==> src/hdl/matrix_point_set_rect_sum_top_macros.svh <==
// ----------------------------------------------------------------------------
// Assertion macros for the rectangle-sum store
// Shared helpers that wrap clocked concurrent assertions with a reset guard.
// ----------------------------------------------------------------------------
`ifndef MATRIX_POINT_SET_RECT_SUM_TOP_MACROS_SVH
`define MATRIX_POINT_SET_RECT_SUM_TOP_MACROS_SVH

// The consequent must hold in the same cycle as the antecedent.
`define MPSRS_ASSERT_NOW(label, clk, rst_n, ante, cons, msg) \
    label: assert property (@(posedge clk) disable iff (!rst_n) (ante) |-> (cons)) \
        else $error(msg);

// The consequent must hold in the cycle after the antecedent.
`define MPSRS_ASSERT_NEXT(label, clk, rst_n, ante, cons, msg) \
    label: assert property (@(posedge clk) disable iff (!rst_n) (ante) |=> (cons)) \
        else $error(msg);

`endif

==> src/hdl/mpsrs_pkg.sv <==
// ----------------------------------------------------------------------------
// Rectangle-sum store package
// Sizes, field offsets, request codes, controller states and the command and
// status bundles that join the controller to the datapath.
// ----------------------------------------------------------------------------
package mpsrs_pkg;

    // Store geometry.
    localparam int MAX_SIZE   = 1024;
    localparam int VALUE_BITS = 32;
    localparam int ROW_W      = $clog2(MAX_SIZE);
    localparam int K_W        = ROW_W + 2;
    localparam int NODE_W     = VALUE_BITS + ROW_W;
    localparam int ADDR_W     = 2 * ROW_W;
    localparam int SIZE_W     = $clog2(MAX_SIZE + 1);

    // Fixed field widths.
    localparam int IDX_W      = 10;
    localparam int CELL_W     = 32;
    localparam int OP_W       = 2;
    localparam int CFG_W      = 11;
    localparam int TOTAL_W    = 64;
    localparam int IN_DATA_W  = 72;
    localparam int OUT_DATA_W = 64;
    localparam int APB_AW     = 3;

    // Input word layout, lowest bit first.
    localparam int ROW_LOW_LSB  = 0;
    localparam int COL_LOW_LSB  = 10;
    localparam int ROW_HIGH_LSB = 20;
    localparam int COL_HIGH_LSB = 30;
    localparam int CELL_LSB     = 40;

    // Request codes.
    localparam logic [OP_W-1:0] OP_SET   = 2'd0;
    localparam logic [OP_W-1:0] OP_SUM   = 2'd1;
    localparam logic [OP_W-1:0] OP_CLEAR = 2'd2;

    // Register index and reset value.
    localparam logic             REG_MATRIX_SIZE   = 1'b0;
    localparam logic [CFG_W-1:0] MATRIX_SIZE_RESET = 11'd1024;

    // Controller states.
    typedef enum logic [3:0] {
        ST_CLEAR,
        ST_IDLE,
        ST_DECODE,
        ST_ROW_START,
        ST_WALK_A,
        ST_WALK_B,
        ST_DELTA,
        ST_UPD_RD,
        ST_UPD_WR,
        ST_RESULT
    } state_t;

    // Commands from the controller to the datapath.
    typedef struct packed {
        logic capture;
        logic decode;
        logic row_start;
        logic next_row;
        logic load_kb;
        logic walk_rd;
        logic walk_sub;
        logic delta;
        logic upd_rd;
        logic upd_wr;
        logic result_load;
        logic clr_step;
    } cmd_t;

    // Status from the datapath to the controller.
    typedef struct packed {
        logic [OP_W-1:0] op;
        logic            bad;
        logic            empty;
        logic            k_zero;
        logic            k_over;
        logic            row_last;
        logic            clr_last;
        logic            out_busy;
    } sts_t;

endpackage

==> src/hdl/mpsrs_ctrl.sv <==
// ----------------------------------------------------------------------------
// Rectangle-sum controller
// Sequences decode, the per-row prefix walks, the point update walk, the
// clearing sweep and the hand-off of each result to the output register.
// ----------------------------------------------------------------------------
`include "matrix_point_set_rect_sum_top_macros.svh"

module mpsrs_ctrl
(
    input  logic              clk,
    input  logic              rst_n,
    input  logic              in_valid,
    output logic              in_ready,
    input  mpsrs_pkg::sts_t   sts,
    output mpsrs_pkg::cmd_t   cmd
);

    mpsrs_pkg::state_t state_reg;
    mpsrs_pkg::state_t state_next;

    // State register; reset starts the clearing sweep.
    always_ff @(posedge clk or negedge rst_n)
    begin
        if (!rst_n)
        begin
            state_reg <= mpsrs_pkg::ST_CLEAR;
        end
        else
        begin
            state_reg <= state_next;
        end
    end

    // Next-state logic.
    always_comb
    begin
        state_next = state_reg;
        case (state_reg)
            mpsrs_pkg::ST_CLEAR:
            begin
                if (sts.clr_last)
                begin
                    state_next = mpsrs_pkg::ST_IDLE;
                end
            end
            mpsrs_pkg::ST_IDLE:
            begin
                if (in_valid)
                begin
                    state_next = mpsrs_pkg::ST_DECODE;
                end
            end
            mpsrs_pkg::ST_DECODE:
            begin
                case (sts.op)
                    mpsrs_pkg::OP_SET:
                        state_next = sts.bad ? mpsrs_pkg::ST_RESULT : mpsrs_pkg::ST_ROW_START;
                    mpsrs_pkg::OP_SUM:
                        state_next = (sts.bad || sts.empty) ? mpsrs_pkg::ST_RESULT
                                                            : mpsrs_pkg::ST_ROW_START;
                    mpsrs_pkg::OP_CLEAR:
                        state_next = mpsrs_pkg::ST_CLEAR;
                    default:
                        state_next = mpsrs_pkg::ST_IDLE;
                endcase
            end
            mpsrs_pkg::ST_ROW_START:
            begin
                state_next = mpsrs_pkg::ST_WALK_A;
            end
            mpsrs_pkg::ST_WALK_A:
            begin
                if (sts.k_zero)
                begin
                    state_next = mpsrs_pkg::ST_WALK_B;
                end
            end
            mpsrs_pkg::ST_WALK_B:
            begin
                if (sts.k_zero)
                begin
                    if (sts.op == mpsrs_pkg::OP_SET)
                    begin
                        state_next = mpsrs_pkg::ST_DELTA;
                    end
                    else if (sts.row_last)
                    begin
                        state_next = mpsrs_pkg::ST_RESULT;
                    end
                    else
                    begin
                        state_next = mpsrs_pkg::ST_ROW_START;
                    end
                end
            end
            mpsrs_pkg::ST_DELTA:
            begin
                state_next = mpsrs_pkg::ST_UPD_RD;
            end
            mpsrs_pkg::ST_UPD_RD:
            begin
                state_next = sts.k_over ? mpsrs_pkg::ST_IDLE : mpsrs_pkg::ST_UPD_WR;
            end
            mpsrs_pkg::ST_UPD_WR:
            begin
                state_next = mpsrs_pkg::ST_UPD_RD;
            end
            mpsrs_pkg::ST_RESULT:
            begin
                if (!sts.out_busy)
                begin
                    state_next = mpsrs_pkg::ST_IDLE;
                end
            end
            default:
            begin
                state_next = mpsrs_pkg::ST_IDLE;
            end
        endcase
    end

    // Output logic: one command bundle per state.
    always_comb
    begin
        cmd      = '0;
        in_ready = 1'b0;
        case (state_reg)
            mpsrs_pkg::ST_CLEAR:
            begin
                cmd.clr_step = 1'b1;
            end
            mpsrs_pkg::ST_IDLE:
            begin
                in_ready    = 1'b1;
                cmd.capture = in_valid;
            end
            mpsrs_pkg::ST_DECODE:
            begin
                cmd.decode = 1'b1;
            end
            mpsrs_pkg::ST_ROW_START:
            begin
                cmd.row_start = 1'b1;
            end
            mpsrs_pkg::ST_WALK_A:
            begin
                cmd.walk_rd = !sts.k_zero;
                cmd.load_kb = sts.k_zero;
            end
            mpsrs_pkg::ST_WALK_B:
            begin
                cmd.walk_rd  = !sts.k_zero;
                cmd.walk_sub = 1'b1;
                cmd.next_row = sts.k_zero && (sts.op != mpsrs_pkg::OP_SET) && !sts.row_last;
            end
            mpsrs_pkg::ST_DELTA:
            begin
                cmd.delta = 1'b1;
            end
            mpsrs_pkg::ST_UPD_RD:
            begin
                cmd.upd_rd = !sts.k_over;
            end
            mpsrs_pkg::ST_UPD_WR:
            begin
                cmd.upd_wr = 1'b1;
            end
            mpsrs_pkg::ST_RESULT:
            begin
                cmd.result_load = !sts.out_busy;
            end
            default:
            begin
                cmd = '0;
            end
        endcase
    end

    // Checks on the sequencing.
    `MPSRS_ASSERT_NEXT(a_accept_decodes, clk, rst_n, in_valid && in_ready,
        state_reg == mpsrs_pkg::ST_DECODE, "accepted word was not decoded next")
    `MPSRS_ASSERT_NOW(a_result_slot_free, clk, rst_n, cmd.result_load, !sts.out_busy,
        "result loaded while output register still holds a word")
    `MPSRS_ASSERT_NOW(a_walk_read_nonzero, clk, rst_n, cmd.walk_rd, !sts.k_zero,
        "prefix walk read issued at node zero")
    `MPSRS_ASSERT_NOW(a_update_in_range, clk, rst_n, cmd.upd_rd || cmd.upd_wr, !sts.k_over,
        "update walk touched a node beyond the tree")

endmodule

==> config.mk <==
export PLATFORM = sky130hd
export DESIGN_NAME = mpsrs_ctrl
export DESIGN_NICKNAME = d
export VERILOG_FILES = /design/src/hdl/mpsrs_pkg.sv /design/src/hdl/mpsrs_ctrl.sv
export VERILOG_INCLUDE_DIRS = /design/src /design/src/hdl
export SDC_FILE = /design/constraint.sdc
export NUM_CORES = 1
export LEC_CHECK = 0
export BUFFER_PORTS_ARGS = -buffer_cell sky130_fd_sc_hd__buf_4
export CAP_MARGIN = 25
export CORE_MARGIN = 3
export CORE_UTILIZATION = 30
export CTS_CLUSTER_DIAMETER = 50
export CTS_CLUSTER_SIZE = 40
export DETAILED_ROUTE_END_ITERATION = 16
export MAX_ROUTING_LAYER = met4
export RECOVER_POWER = 25
export REMOVE_ABC_BUFFERS = 1
export SLEW_MARGIN = 30
export SYNTH_ARGS = -nofsm -noshare
export SYNTH_HDL_FRONTEND = slang
export SYNTH_SLANG_ARGS = --single-unit
==> constraint.sdc <==
create_clock -name clk -period 1.5 [get_ports clk]
set_input_delay 0.075 -clock clk [delete_from_list [all_inputs] [get_ports clk]]
set_output_delay 0.075 -clock clk [all_outputs]
set_load 0.01 [all_outputs]
==> results_dict.tcl <==
set metrics [dict create \
    critPathLaunch "state_reg[1]" \
    synth_xor_area_share_pct 0 \
    cts.htree.levels 1 \
    drc 0 \
    num_vias 677 \
    hpwlAfterDp_um 1190 \
    io_buffers 24 \
    antenna_cells 0 \
    period_share_pct 98.3 \
    cts_buffer_depth 2 \
    synth-simple-area-share_pct 42.1 \
    ys_ff_latch 4 \
    gp_congestion 0.855 \
    drive_above_1_share_pct 48.6 \
    period_needed_ns 1.47 \
    clock-root-buffer "clkbuf_4" \
    ys_dominant_reg_cell "dfrtp_1" \
    grt_pass1_vias 659 \
    antenna_found_initial 0 \
    yosysTopAreaCell "dfrtp_1" \
    synth_top_family_by_area "simple AND/OR/NAND/NOR gates" \
    hold_viol 0 \
    nNetsFinal 121 \
    grt_pass1_wl_um 2620 \
    rows 13 \
    slew_violations 0 \
    yosysSeqAreaShare_pct 21.4 \
    ant_nets 0 \
    cts_tree "yes" \
    cp_data_arrival_time_ns 1.59 \
    overflow 0 \
    via_per_inst 5.55 \
    rr_startpoint "state_reg[1]" \
    initialDrtViolationCount 9 \
    synth_compound_area_share_pct 26.3 \
    final_area_um2 827 \
    timing.setup.tns_ns 0 \
    core_um2 1380 \
    netlist.area_leader.share_pct 21.4 \
    cts.sinks 4 \
    worst_slack_ns 0.0250 \
    syn_area_per_cell_um2 6.86 \
    wl_per_cell_um 13.7 \
    clk_pin_slew_worst_paths_ns 0.04 \
    path_class "flip-flop to flip-flop" \
    cap_violations 0 \
    synthesis.area_um2 467 \
    synth.area.mux_share_pct 2.41 \
    start_util_pct 33.8 \
    clk_latency_ns 0.24 \
    grt_util_all_layers_pct 18.5 \
    final_cell_mix "buf_4, nor2_1, nand2_1" \
    post-place-ws_ns 0.00819 \
    synth_cell_types 27 \
    synthArstFlopShare_pct 100 \
    synth_adder_area_share_pct 0 \
    r2r_slack_ns 0.03 \
    slew_headroom_pct 70.2 \
    largest_reg_flops 4 \
    synth.area.top_cells "dfrtp_1, nand2b_1, nor3_1" \
    fmax_mhz 678 \
    status "finished, final reports clean" \
    synth_cells 68 \
    worst_slew_pin_slew_ns 0.436 \
    place_area_um2 712 \
    synth_edf_count 0 \
    dr.pass1.iters 4 \
    skew_ns 0.00324 \
    wirelength_um 1670 \
    ioPinCount 25 \
    ir_drop_mv 0.716 \
    grt_max_degree 15 \
    leakagePower_nw 0.378 \
    start_kind "flip-flop" \
    p_per_area_nw_per_um2 1620 \
    setup_violations 0 \
    die_w_um 45.4 \
    min_from "sts[0]" \
    worstPathRequired_ns 1.61 \
    rsz0062_at_grt "true" \
    die_area_um2 2060 \
    area_growth_pct 77.2 \
    hp-class "input pin to flip-flop" \
    chipHeight_um 45.4 \
    cts_made_buffers 3 \
    ys_warn_count 0 \
    crit_fanout 7 \
    layout_commonest_cell "buf_4" \
    end_kind "flip-flop" \
]
-- cell type report --
cell class | count | area [µm²]
Sequential cell | 4 | 105
Inverter | 2 | 7.51
Tap cell | 15 | 18.8
Timing Repair Buffer | 41 | 319
Multi-Input combinational cell | 57 | 354
Fill cell | 142 | 556
Clock buffer | 3 | 22.5
-- Yosys cell counts (2+ instances only) --
cell      n
a21oi_1   5
a31oi_1   3
buf_2     2
buf_4     2
dfrtp_1   4
inv_1     2
nand2_1   6
nand2b_1  5
nor2_1    7
nor2b_1   3
nor3_1    6
nor3b_1   3
nor4_1    3
o21ai_0   4
-- final timing paths --
path,end,depth (start not counted)
min in group asynchronous,state_reg[2],2
max,state_reg[0],5
max in group asynchronous,state_reg[0],2
min reg2reg,state_reg[3],2
max reg2reg,state_reg[0],5
min,state_reg[3],3
-- kinds of logic (layout without fill, tap and decap cells) --
logic type / count (synthesis) / count (layout)
buffers and inverters: 7 / 46
muxes: 1 / 1
and+or+nand+nor: 37 / 37
DFF: 4 / 4
AOI/OAI and AO/OA: 19 / 19
-- worst max-delay path: stages, from the launching register on --
cell and delay, ns:
dfrtp_2 0.44, buf_4 0.16, nor2_1 0.17, nand2_1 0.13
o311a_1 0.15, o31a_1 0.30
-- stage by stage --
stage	utilization [%]	cells	hold WS (ns)	power, W
after detailed placement	51.5	112	-0.126	0.00102
final	59.8	122	0.139	0.00134
after global routing	59.8	122	0.170	0.00145
after global placement	51.5	112	-0.128	0.00102
after floorplan	-	63	-0.221	0.000634
after CTS	56.6	119	0.132	0.00122
-- report_power, final --
part           total, W  internal (W)  switching [W]
sequential     0.000262      0.000154       0.000108
combinational  0.000943      0.000524       0.000419
clock          0.000135     0.0000896      0.0000455
-- metal layers --
metal | wire [µm] | global-route usage [%] | part of all wire [%]
met3 | 120 | 1.58 | 7.2
met5 | 0 | - | 0
met4 | 49 | 17.5 | 2.9
met2 | 855 | 29.0 | 51
met1 | 644 | 20.2 | 39
-- timing repair --
item                                    in CTS  in global routing
hold endpoints to repair                     4                  0
hold buffers                                 1                  0
buffers inserted                             3                  3
endpoints found under the setup margin       8                  6
gates resized for setup                      6                  4
No activity file was read; power rests on OpenSTA's default activity.
